--- src/hw/rtl/gsmc_pkg.sv ---
// ---------------------------------------------------------------------------
// Gapped sequence mismatch counter - package
// Widths, register indexes and the types passed between lanes and merge.
// ---------------------------------------------------------------------------
`default_nettype none

package gsmc_pkg;

    localparam int BYTE_W      = 8;
    localparam int CHUNK_BYTES = 8;
    localparam int CHUNK_W     = BYTE_W * CHUNK_BYTES;
    localparam int CNT_W       = 21;
    localparam int LANE_CNT_W  = 4;
    localparam int CFG_IDX_W   = 8;

    typedef logic [BYTE_W-1:0]     t_byte;
    typedef logic [CHUNK_W-1:0]    t_chunk;
    typedef logic [CNT_W-1:0]      t_cnt;
    typedef logic [LANE_CNT_W-1:0] t_lane_cnt;
    typedef logic [CFG_IDX_W-1:0]  t_cfg_index;

    localparam t_cfg_index REG_PADDED_LENGTH = t_cfg_index'(0);
    localparam t_cfg_index REG_GAP_CODE      = t_cfg_index'(1);

    localparam t_byte GAP_CODE_RST = t_byte'(45);
    localparam t_cnt  CNT_MAX      = {CNT_W{1'b1}};

    typedef struct packed {
        logic gap;
        logic mis;
    } t_lane_flag;

    typedef struct packed {
        t_lane_cnt gap;
        t_lane_cnt mis;
    } t_chunk_cnt;

endpackage

`default_nettype wire

--- src/hw/rtl/gsmc_lane.sv ---
// ---------------------------------------------------------------------------
// Gapped sequence mismatch counter - lane
// Classifies one residue position as gap, mismatch or match.
// ---------------------------------------------------------------------------
`default_nettype none

module gsmc_lane (
    input  gsmc_pkg::t_byte      i_byte_a,
    input  gsmc_pkg::t_byte      i_byte_b,
    input  gsmc_pkg::t_byte      i_gap_code,
    output gsmc_pkg::t_lane_flag o_flag
);
    import gsmc_pkg::*;

    logic is_gap;

    assign is_gap     = (i_byte_a == i_gap_code) || (i_byte_b == i_gap_code);
    assign o_flag.gap = is_gap;
    assign o_flag.mis = !is_gap && (i_byte_a != i_byte_b);

endmodule

`default_nettype wire

--- src/hw/rtl/gsmc_merge.sv ---
// ---------------------------------------------------------------------------
// Gapped sequence mismatch counter - merge
// Counts gap and mismatch flags across all lanes of one chunk.
// ---------------------------------------------------------------------------
`default_nettype none

module gsmc_merge #(
    parameter int LANES = 8
) (
    input  gsmc_pkg::t_lane_flag [LANES-1:0] i_flags,
    output gsmc_pkg::t_chunk_cnt             o_cnt
);
    import gsmc_pkg::*;

    always_comb begin
        o_cnt = '0;
        for (int i = 0; i < LANES; i++) begin
            o_cnt.gap = o_cnt.gap + t_lane_cnt'(i_flags[i].gap);
            o_cnt.mis = o_cnt.mis + t_lane_cnt'(i_flags[i].mis);
        end
    end

endmodule

`default_nettype wire

--- src/hw/rtl/gapped_sequence_mismatch_counter_core.sv ---
// ---------------------------------------------------------------------------
// Gapped sequence mismatch counter - top level
// Running gap and mismatch totals over aligned residue chunks.
// ---------------------------------------------------------------------------
// One chunk is taken every cycle unless held off. LANES byte comparators
// classify the positions of a chunk, a merge stage counts the flags, and
// the saturating totals update in the same cycle. The result of a final
// chunk sits in the output register in the cycle after that chunk's
// transaction; input is held off only in reset and while that register
// holds a result that downstream has not taken. Positions above lane
// LANES-1 are ignored. Register writes are taken every cycle out of reset.
`default_nettype none

module gapped_sequence_mismatch_counter_core #(
    parameter int LANES = 8
) (
    input  wire                    i_clk,
    input  wire                    i_rst_n,
    input  wire                    i_valid,
    output logic                   o_ready,
    input  gsmc_pkg::t_chunk       i_chunk_a,
    input  gsmc_pkg::t_chunk       i_chunk_b,
    input  wire                    i_last_chunk,
    output logic                   o_valid,
    input  wire                    i_ready,
    output gsmc_pkg::t_cnt         o_mismatch_count,
    output gsmc_pkg::t_cnt         o_compared_length,
    input  wire                    i_cfg_valid,
    output logic                   o_cfg_ready,
    input  gsmc_pkg::t_cfg_index   i_cfg_index,
    input  gsmc_pkg::t_cnt         i_cfg_data
);
    import gsmc_pkg::*;

    function automatic t_cnt sat_add(input t_cnt acc, input t_lane_cnt inc);
        logic [CNT_W:0] sum;
        sum = {1'b0, acc} + (CNT_W + 1)'(inc);
        return sum[CNT_W] ? CNT_MAX : sum[CNT_W-1:0];
    endfunction

    t_cnt  r_padded_length;
    t_byte r_gap_code;
    t_cnt  r_mis_total, n_mis_total;
    t_cnt  r_gap_total, n_gap_total;
    logic  r_out_valid;
    t_cnt  r_mismatch_count;
    t_cnt  r_compared_length;
    t_cnt  n_compared_length;

    t_lane_flag [LANES-1:0] lane_flags;
    t_chunk_cnt             chunk_cnt;
    logic                   in_xact;
    logic                   out_xact;

    for (genvar g = 0; g < LANES; g++) begin : g_lane
        gsmc_lane u_lane (
            .i_byte_a   (i_chunk_a[BYTE_W*g +: BYTE_W]),
            .i_byte_b   (i_chunk_b[BYTE_W*g +: BYTE_W]),
            .i_gap_code (r_gap_code),
            .o_flag     (lane_flags[g])
        );
    end

    gsmc_merge #(
        .LANES (LANES)
    ) u_merge (
        .i_flags (lane_flags),
        .o_cnt   (chunk_cnt)
    );

    assign o_ready     = i_rst_n && (!r_out_valid || i_ready);
    assign o_cfg_ready = i_rst_n;
    assign in_xact     = i_valid && o_ready;
    assign out_xact    = r_out_valid && i_ready;

    assign n_mis_total       = sat_add(r_mis_total, chunk_cnt.mis);
    assign n_gap_total       = sat_add(r_gap_total, chunk_cnt.gap);
    assign n_compared_length = (r_padded_length > n_gap_total) ?
                               (r_padded_length - n_gap_total) : '0;

    always_ff @(posedge i_clk) begin
        if (!i_rst_n) begin
            r_padded_length <= '0;
            r_gap_code      <= GAP_CODE_RST;
            r_mis_total     <= '0;
            r_gap_total     <= '0;
            r_out_valid     <= 1'b0;
        end else begin
            if (i_cfg_valid) begin
                case (i_cfg_index)
                    REG_PADDED_LENGTH: r_padded_length <= i_cfg_data;
                    REG_GAP_CODE:      r_gap_code      <= i_cfg_data[BYTE_W-1:0];
                    default: ;
                endcase
            end
            if (in_xact) begin
                r_mis_total <= i_last_chunk ? '0 : n_mis_total;
                r_gap_total <= i_last_chunk ? '0 : n_gap_total;
            end
            if (in_xact && i_last_chunk) begin
                r_out_valid <= 1'b1;
            end else if (out_xact) begin
                r_out_valid <= 1'b0;
            end
        end
    end

    always_ff @(posedge i_clk) begin
        if (in_xact && i_last_chunk) begin
            r_mismatch_count  <= n_mis_total;
            r_compared_length <= n_compared_length;
        end
    end

    assign o_valid           = r_out_valid;
    assign o_mismatch_count  = r_mismatch_count;
    assign o_compared_length = r_compared_length;

endmodule

`default_nettype wire

--- config.mk ---
export PLATFORM = sky130hd
export DESIGN_NAME = gapped_sequence_mismatch_counter_core
export DESIGN_NICKNAME = d
export VERILOG_FILES = /design/src/hw/rtl/gsmc_pkg.sv /design/src/hw/rtl/gsmc_lane.sv /design/src/hw/rtl/gsmc_merge.sv /design/src/hw/rtl/gapped_sequence_mismatch_counter_core.sv
export SDC_FILE = /design/constraint.sdc
export NUM_CORES = 1
export LEC_CHECK = 0
export BUFFER_PORTS_ARGS = -buffer_cell sky130_fd_sc_hd__buf_2
export CORE_MARGIN = 2
export CORE_UTILIZATION = 47
export CTS_BUF_LIST = sky130_fd_sc_hd__clkbuf_8
export DETAILED_ROUTE_END_ITERATION = 10
export PLACE_DENSITY = 0.68
export SKIP_LAST_GASP = 1
export SLEW_MARGIN = 20
export SYNTH_ARGS = -nofsm -noshare
export SYNTH_HDL_FRONTEND = slang
export SYNTH_HIERARCHICAL = 1
export SYNTH_SLANG_ARGS = --single-unit
--- constraint.sdc ---
create_clock -name i_clk -period 18 [get_ports i_clk]
set_clock_uncertainty 0.05 [all_clocks]
set_input_delay 0.9 -clock i_clk [delete_from_list [all_inputs] [get_ports i_clk]]
set_output_delay 0.9 -clock i_clk [all_outputs]
set_load 0.02 [all_outputs]
# Word level (Yosys, flattened, before mapping)
# Cells that the tools add are included.
# totals
wordCells	90
output_inout_bits	45
regBits	114
# op_classes
reduce_logical	34
mux	6
addsub	17
order_cmp	1
eq_ne	25
# ops
op	count
$eq A8 B8 Y1	16
$mux W21	4
$ne A8 B8 Y1	8
$add A4 B1 Y4	12
$add A21 B4 Y22	2
$gt A21 B21 Y1	1
$sub A21 B21 Y21	1
$logic_and A1 B1 Y1	12
$logic_not A1 Y1	9
$logic_or A1 B1 Y1	9
$eq A8 B1 Y1 const B	1
$logic_not A8 Y1	1
$add A1 B1 Y2	2
$reduce_and A2 Y1	2
$mux W1	2
$reduce_bool A2 Y1	1

# Longest topological paths before layout
# Gate-level depths: netlist of run 1.
# logic_depth
depth_word	14
mapped_depth	29
depth_no_buf	26

# Hierarchy
# The synthesis of run 1 kept the hierarchy.
# by_module_without_submodules
mod	n_inst	seq_area_each_um2	cells_each	area_each_um2
gapped_sequence_mismatch_counter_core	1	2702.6	717	6510.0
gsmc_lane	8	0.0	33	272.8
gsmc_merge	1	0.0	42	357.8

# Least setup slack after synthesis of run 1
# OpenSTA, ideal clock, no wires.
# synth_timing
path_kind	input port to flip-flop
startpoint	in i_chunk_a[6]
endpoint	reg r_compared_length[17] (netlist: o_compared_length[17]) (data pin)
t_required_ns	17.664
cell_stages	29
setup_slack_ns	10.664
setup_time_ns	0.286
n_path_buf	4
t_arrival_ns	7.001
path_cell_list	xnor2_1 > nand4_1 > o22ai_2 > buf_4 > fa_1 > inv_1 > fa_1 > fa_1 > inv_1 > ha_1 > inv_1 > fa_1 > xnor2_1 > ha_1 > o21ai_0 > o21bai_1 > nand3_1 > nor2_1 > clkbuf_1 > nor2_1 > ha_1 > clkbuf_1 > and4_1 > nand3_1 > nor4_1 > nor3_1 > a31oi_1 > clkbuf_1 > a2111oi_0
# synth_rtl
item	line	source
start, declared	gapped_sequence_mismatch_counter_core.sv:21	input gsmc_pkg::t_chunk i_chunk_a,
end signal, assigned	gapped_sequence_mismatch_counter_core.sv:111	r_compared_length <= n_compared_length;
end, declared	gapped_sequence_mismatch_counter_core.sv:47	t_cnt r_compared_length;

==> results of run 1 <==
cell families (layout without fill, tap and decap cells):
kind of cell             after synthesis  in the layout  synth area share (%)
AND/OR/NAND/NOR                      303            303                  16.6
XOR/XNOR                             231            231                  22.4
AO/OA/AOI/OAI                        211            211                  16.2
flip-flops                           114            114                  29.9
buffers and inverters                 85            290                  3.98
adder cells (fa/ha/maj)               46             46                  7.27
multiplexers                          33             33                  3.66
other                                  0              1                     0
worst max-delay path, cell delays in order (launching register included):
cell      delay [ns]
dfxtp_1         1.04
xnor2_1         0.20
nand4_1         0.13
o22ai_2         0.28
fa_1            0.47
inv_1           0.08
fa_1            0.42
fa_1            0.45
inv_1           0.07
ha_1            0.15
inv_1           0.06
fa_1            0.42
xnor2_1         0.14
ha_1            0.34
o21ai_0         0.09
o21bai_1        0.41
nand3_1         0.31
nor2_1          0.71
nor2_1          0.20
ha_1            0.34
nor2b_1         0.14
o31a_1          0.29
o41ai_2         0.61
nand3_1         0.16
a31oi_1         0.69
buf_4           0.32
nor3_1          0.07
cell type report:
cell class,count,area share [%]
clock inverters,15,1.72
well taps,260,3.04
diodes,1,0.0234
clock buffers,17,2.19
repair buffers,218,10.4
inverters,40,1.40
flip-flops and latches,114,25.2
multi-input cells,824,55.9
registers in the layout, indices dropped and copies added, names as in the netlist:
register	count
o_valid	1
r_mis_total	21
o_compared_length	21
r_gap_total	21
r_gap_code	8
o_mismatch_count	21
r_padded_length	21
how the worst min path moves through the flow:
stage	start	end	slack [ns]	cells past startpoint
floorplan	r_gap_total[3]$_SDFFE_PN0P_	r_gap_total[3]$_SDFFE_PN0P_	0.38	2
global placement	r_gap_total[3]$_SDFFE_PN0P_	r_gap_total[3]$_SDFFE_PN0P_	0.41	2
detailed placement	r_gap_total[3]$_SDFFE_PN0P_	r_gap_total[3]$_SDFFE_PN0P_	0.41	2
CTS	r_gap_total[3]$_SDFFE_PN0P_	r_gap_total[3]$_SDFFE_PN0P_	0.43	2
global route	r_mis_total[3]$_SDFFE_PN0P_	r_mis_total[3]$_SDFFE_PN0P_	0.46	1
finish	r_gap_total[3]$_SDFFE_PN0P_	r_gap_total[3]$_SDFFE_PN0P_	0.42	2
per-layer routing:
layer	global-route usage, %	vias up
met5	0	-
met4	9.43	0
met3	5.30	47
met2	41.4	282
met1	29.7	3806
li1	-	4064
power groups by stage:
| stage | registers (mW) | clock network [mW] | logic [mW] |
|---|---|---|---|
| after CTS | 0.272 | 0.259 | 0.105 |
| after floorplan | 0.280 | 0 | 0.0576 |
| after detailed placement | 0.277 | 0 | 0.104 |
| final | 0.272 | 0.254 | 0.105 |
| after global placement | 0.277 | 0 | 0.104 |
| after global routing | 0.272 | 0.271 | 0.115 |
stage by stage:
stage                     std cells  hold slack, ns  util (%)  cell area [um2]
after global routing           1489           0.458      56.9            10700
after detailed placement       1456           0.410      54.6            10300
final                          1489           0.422      56.9            10700
after CTS                      1488           0.428      56.8            10700
after floorplan                1023           0.382         -             9050
after global placement         1456           0.408      54.6            10300
synth_stat cells (3+ instances only):
master	instances
a2111oi_0	3
a211oi_1	11
a21boi_0	3
a21o_1	11
a21oi_1	54
a22o_1	12
a311oi_1	7
a31oi_1	7
and3_1	9
buf_1	5
buf_2	5
buf_4	9
clkbuf_1	25
dfxtp_1	72
edfxtp_1	42
fa_1	11
ha_1	35
inv_1	40
mux2i_1	32
nand2_1	54
nand2b_1	6
nand3_1	20
nand4_1	44
nor2_1	99
nor2b_1	7
nor3_1	20
nor4_1	22
o211ai_1	4
o21a_1	13
o21ai_0	36
o21bai_1	3
o221a_2	3
o22ai_2	8
o311ai_0	3
o31ai_1	8
or3_1	5
xnor2_1	156
xor2_1	75
==> metrics.yaml, run 1 <==
status: "complete, no violations"
cts_num_sinks: 114
crit_end: "o_compared_length[15]$_SDFFCE_PP0P_"
synth_area_leaders: "dfxtp_1 16%, xnor2_1 15%, edfxtp_1 14%, xor2_1 7.3%, ha_1 4.8%"
internal-power_mw: 0.455
rows: 50
fin_crit_ns: 8.90
clock_latency_ns: 0.45
gr-total-overflow: 0
regArea_um2: 2700
switchingPower_mw: 0.175
yosys_warnings: 6
multi_input_area_um2: 5990
path_class: "register to register"
clockBufferDepth: 2
syn_nets: 1232
yosys.area.top_type: "dfxtp_1"
synth_flop_cell: "dfxtp_1"
ir_drop_uv: 35.2
coreArea_um2: 18800
critPathMaxFanout: 17
syn2layout_area_growth_pct: 18.3
wire_per_inst_um: 16.6
finalMaxSlewViolations: 0
die_w_um: 143
cts_hold_buf: 0
switching_share_pct: 27.8
syn_inst: 1023
dieArea_um2: 20400
place_hpwl_mm: 19.2
rsz0062_at_grt: "false"
p_per_area_nw_per_um2: 58.8
finalSetupViolCount: 0
required_ns: 18.16
drt_pass1_iterations: 5
antenna_found_initial: 1
worstMarginPinSlew_ns: 1.08
grt.total_usage_pct: 24.2
grt_max_degree: 30
reg2reg_slack_ns: 9.10
clock.fmax_ghz: 0.112
async_flop_share_pct: 0
r2r_cells: 26
num_vias: 8199
grt_pass1_wl_mm: 39.0
drc: 0
total_leakage_power_nw: 4.36
postRouteWirelength_mm: 24.7
yosysSeqAreaShare_pct: 29.9
syn_avg_cell_area_um2: 8.85
reg2reg_to: "o_compared_length[15]$_SDFFCE_PP0P_"
cts_buffers: 17
synth_edf_count: 42
gp_congestion: 0.920
hold_viol: 0
pre_cts_slack_ns: 9.15
fin_crit_sh_pct: 49.4
fill_cells: 1767
pin_count: 208
slew_headroom_pct: 27.7
setup.worst_path.end_class: "register"
io_buffers: 207
netlist_area_um2: 9050
finalNetCount: 1424
min_path_type: "register to register"
synth.distinct_cells: 69
cts_root_buffer: "clkbuf_8"
postCtsSetupBuffers: 0
sequentialPowerShare_pct: 43.1
clk_pin_slew_ns: 0.07
vias_per_cell: 5.51
final_cell_mix: "207 x buf_2, 156 x xnor2_1, 98 x nor2_1"
wl_met1_mm: 10.6
topRoutingLayerUsed: "met4"
final_common_cell: "buf_2"
cts_tree: "yes"
fin_ws_ns: 9.10
grt_pass1_vias: 7915
r2r-start: "r_gap_code[2]$_SDFFE_PN1P_"
p_clk_share_pct: 40.3
final_layout_size_suffix_gt1_share_pct: 22.0
ys_seq_elements: 114
maxCapViolCount: 0
startpoint_type: "register"
p_comb_share_pct: 16.6
wl_met2_mm: 11.7
wl_met3_mm: 1.71
startpoint: "r_gap_code[2]$_SDFFE_PN1P_"
total_power_mw: 0.630
cp_data_arrival_time_ns: 9.06
cts_resized: 0
synth_top_area_share_pct: 15.9
ant_nets: 0
start_util_pct: 48.1
fin_setup_tns_ns: 0
h-tree-depth: 4
first_iter_violations: 439
die_y_um: 143
(Power assumes the default switching activity.)
==> run 2: changes to the inputs <==
- PLACE_DENSITY: 0.68 -> 0.71
- clock period: 18 -> 7.6 ns (I/O delays scaled with it)
==> metrics.yaml, run 2 (synthesis results as in run 1) <==
status: "complete, no violations"
final-instance-count-excl-fill: 1508
cpPeakStageDelay_ns: 0.53
fin_crit_ns: 7.27
cts_root_buffer: "clkbuf_8"
h-tree-depth: 4
fin_setup_tns_ns: 0
clk_pin_slew_ns: 0.07
grt_pass1_wl_mm: 39.9
worstMarginPinSlew_ns: 0.972
gp_congestion: 0.948
internal-power_mw: 1.06
fin_crit_sh_pct: 95.7
cts_hold_buf: 0
place_hpwl_mm: 20.4
pin_count: 208
slowest_stage: "or4b_1"
critPathMaxFanout: 7
grt_max_degree: 43
syn2layout_area_growth_pct: 19.9
rows: 50
ant_nets: 0
die_w_um: 143
dpl.cell_count: 1476
wire_per_inst_um: 17.3
postRouteWirelength_mm: 26.1
rsz0062_at_grt: "true"
setup.worst_path.end_class: "register"
clock_latency_ns: 0.45
clock.fmax_ghz: 0.138
required_ns: 7.84
finalNetCount: 1444
finalMaxSlewViolations: 0
coreArea_um2: 18800
cp_num_cells: 26
cts_buffers: 17
worst_hold_slack_ns: 0.119
cpLargestDelayFamily: "adder cells"
final_common_cell: "buf_2"
path_class: "register to register"
finalSetupViolCount: 0
p_clk_share_pct: 37.8
die_y_um: 143
io_buffers: 207
r2r_cells: 26
total_leakage_power_nw: 4.47
grt.total_usage_pct: 24.9
dieArea_um2: 20400
p_per_area_nw_per_um2: 133
min_delay_path_depth: 3
startpoint_type: "register"
min_path_type: "input pin to register"
postCtsSetupBuffers: 0
switchingPower_mw: 0.388
first_iter_violations: 525
switching_share_pct: 26.8
final_layout_size_suffix_gt1_share_pct: 23.6
num_vias: 8463
cp_data_arrival_time_ns: 7.51
path_buf_inv: 4
clockBufferDepth: 2
drt_pass1_iterations: 6
cts_tree: "yes"
final_cell_mix: "207 x buf_2, 156 x xnor2_1, 97 x nor2_1"
cpMostUsedCell: "fa_1"
n_antenna_cell: 0
drc: 0
ir_drop_uv: 87.4
grt_pass1_vias: 8015
antenna_found_initial: 0
hold_viol: 0
cts_num_sinks: 114
start_util_pct: 48.1
final_core_util_pct: 57.6
gr-total-overflow: 0
p_comb_share_pct: 17.6
sequentialPowerShare_pct: 44.6
slew_headroom_pct: 35.1
maxCapViolCount: 0
vias_per_cell: 5.61
==> run 2: cell types whose count changed in the layout (fill, tap and decap cells not counted), moves of 2 or more <==
cell        change
dfxtp_1         -6
bufinv_16       -2
inv_1           +5
clkinvlp_4      -2
dfxtp_2         +6
clkbuf_8        +6
buf_4          +20
inv_6           -2
clkinv_4        -5
==> run 2: through the flow <==
step                      area [um2]  setup slack, ns  power (mW)
after floorplan                 9050            0.357       0.801
after global placement         10400            0.383       0.907
after detailed placement       10400            0.205       0.909
after CTS                      10800            0.132        1.45
after global routing           10900          -0.0266        1.50
final                          10900            0.330        1.44
==> run 2: what timing repair did <==
action,CTS,global route
gates resized for setup,0,9
hold endpoints to repair,0,0
setup endpoints to repair,0,21
==> run 2: power groups by stage <==
stage               Combinational [mW]  Sequential [mW]  Clock [mW]
floorplan                        0.136            0.664           0
global placement                 0.250            0.657           0
detailed placement               0.252            0.657           0
CTS                              0.253            0.644       0.556
global route                     0.277            0.644       0.581
finish                           0.255            0.644       0.546
==> run 2: worst min-delay path, delay by kind of cell <==
kind	cells	cell delay, ns
buffers and inverters	1	0.08
and+or+nand+nor	1	0.07
muxes	1	0.05
==> run 2: path summary, 6_finish.rpt <==
check | from | end | slack [ns]
min reg2reg | r_gap_total[3]$_SDFFE_PN0P_ | r_gap_total[3]$_SDFFE_PN0P_ | 0.42
max reg2reg | r_gap_code[3]$_SDFFE_PN1P_ | o_compared_length[18]$_SDFFCE_PP0P_ | 0.33
max | r_gap_code[3]$_SDFFE_PN1P_ | o_compared_length[18]$_SDFFCE_PP0P_ | 0.33
min | i_cfg_data[9] | r_padded_length[9]$_SDFFE_PN0P_ | 0.12
==> run 2: layer usage <==
layer | vias up | part of all wire, % | track usage [%]
met5 | - | 0 | 0
met1 | 3990 | 42 | 30.7
met4 | 0 | 2.1 | 8.91
li1 | 4102 | - | -
met3 | 47 | 6.3 | 4.09
met2 | 324 | 50 | 43.8
==> run 2: area by class of cell <==
type	instances	area, um2
well taps	260	325
clock inverters	9	66.3
clock buffers	23	317
multi-input cells	824	6010
fillers	1732	7980
flip-flops and latches	114	2710
inverters	40	150
repair buffers	238	1270
==> run 3: changes to the inputs <==
- REMOVE_ABC_BUFFERS: default -> 1
==> metrics.yaml, run 3 (synthesis results as in run 1) <==
cts_tree: "yes"
first_iter_violations: 517
final_common_cell: "buf_2"
min_path_type: "input pin to register"
clockBufferDepth: 2
clock_latency_ns: 0.46
clk_pin_slew_ns: 0.07
final_area_um2: 10800
critPathMaxFanout: 18
startpoint_type: "register"
gp_congestion: 0.913
finalSetupViolCount: 0
pin_count: 208
fin_crit_ns: 7.16
ant_nets: 0
switchingPower_mw: 0.393
cpPeakStageDelay_ns: 0.53
cts_num_sinks: 114
grt_util_met2_pct: 43.7
gr-usage-met3_pct: 3.89
n_antenna_cell: 0
reg2reg_slack_ns: 0.44
h-tree-depth: 4
setup.worst_path.end_class: "register"
met1_usage_pct: 30.9
switching_share_pct: 27.7
fin_setup_tns_ns: 0
sequentialPowerShare_pct: 45.5
fin_crit_sh_pct: 94.2
rows: 50
slowest_stage: "fa_1"
maxCapViolCount: 0
antenna_found_initial: 0
ir_drop_uv: 88.9
gr-total-overflow: 0
syn2layout_area_growth_pct: 19.0
worstMarginPinSlew_ns: 0.954
drt_pass1_iterations: 5
place_hpwl_mm: 19.8
final_core_util_pct: 57.2
num_vias: 8395
grt_max_degree: 43
clock.fmax_ghz: 0.140
cpMostUsedCell: "fa_1"
start_util_pct: 48.1
pre_cts_slack_ns: 0.209
vias_per_cell: 5.59
final_layout_size_suffix_gt1_share_pct: 23.2
p_clk_share_pct: 36.5
total_power_mw: 1.42
die_w_um: 143
final-instance-count-excl-fill: 1501
cts_root_buffer: "clkbuf_8"
internal-power_mw: 1.02
drc: 0
path_class: "register to register"
grt.total_usage_pct: 24.8
fin_ws_ns: 0.443
coreArea_um2: 18800
rsz0062_at_grt: "true"
finalMaxSlewViolations: 0
finalNetCount: 1437
worst_hold_slack_ns: 0.105
slew_headroom_pct: 36.2
wire_per_inst_um: 17.0
place_area_um2: 10400
p_per_area_nw_per_um2: 131
postRouteWirelength_mm: 25.6
status: "complete, no violations"
grt_pass1_vias: 7977
p_comb_share_pct: 18.0
dieArea_um2: 20400
die_y_um: 143
total_leakage_power_nw: 4.43
cp_data_arrival_time_ns: 7.28
hold_viol: 0
cts_buffers: 17
postCtsSetupBuffers: 0
final_cell_mix: "207 x buf_2, 156 x xnor2_1, 98 x nor2_1"
top_usage_layer: "met2"
dpl.cell_count: 1469
grt_pass1_wl_mm: 40.0
io_buffers: 207
required_ns: 7.72
## run 3: cell count changes in the layout (fill, tap and decap cells not counted), sizes merged
cell / previous run / this run
clkinv: 2 / 3
bufinv: 1 / 0
buf: 238 / 231
## run 3: worst max-delay path: cells and delay by family (launching register included)
family	cells	cell delay [ns]
xor+xnor	1	0.14
compound gates	10	1.88
buf+inv	6	0.79
fa+ha+maj	7	2.74
simple gates	4	0.84
flops	1	0.40
## run 3: worst paths after layout
path | start | endpoint | depth (start not counted)
worst max-delay path | r_gap_code[7]$_SDFFE_PN0P_ | o_compared_length[17]$_SDFFCE_PP0P_ | 28
worst min-delay path | i_cfg_data[19] | r_padded_length[19]$_SDFFE_PN0P_ | 3
worst max register to register | r_gap_code[7]$_SDFFE_PN0P_ | o_compared_length[17]$_SDFFCE_PP0P_ | 28
worst min register to register | r_mis_total[0]$_SDFFE_PN0P_ | r_mis_total[0]$_SDFFE_PN0P_ | 1
## run 3: timing repair
action                     in CTS  in global routing
hold buffers                    0                  0
resized for setup               0                 11
setup endpoints to repair       0                 20
## run 3: power groups by stage
stage          Sequential, mW  Clock (mW)  Combinational [mW]
4_1_cts                 0.644       0.525               0.254
3_5_place_dp            0.657           0               0.252
2_1_floorplan           0.664           0               0.132
3_3_place_gp            0.657           0               0.251
5_1_grt                 0.644       0.553               0.277
6_report                0.644       0.517               0.254
## run 3: per-layer routing
layer / part of all wire, % / wire, um
met5: 0 / 0
met4: 2.1 / 537
met3: 5.5 / 1410
met2: 49 / 12500
met1: 44 / 11200
## run 3: layout make-up
type	instances	area, um2
multi-input cells	824	6000
repair buffers	231	1220
fillers	1737	8070
well taps	260	325
clock inverters	9	41.3
inverters	40	150
flip-flops and latches	114	2710
clock buffers	23	317
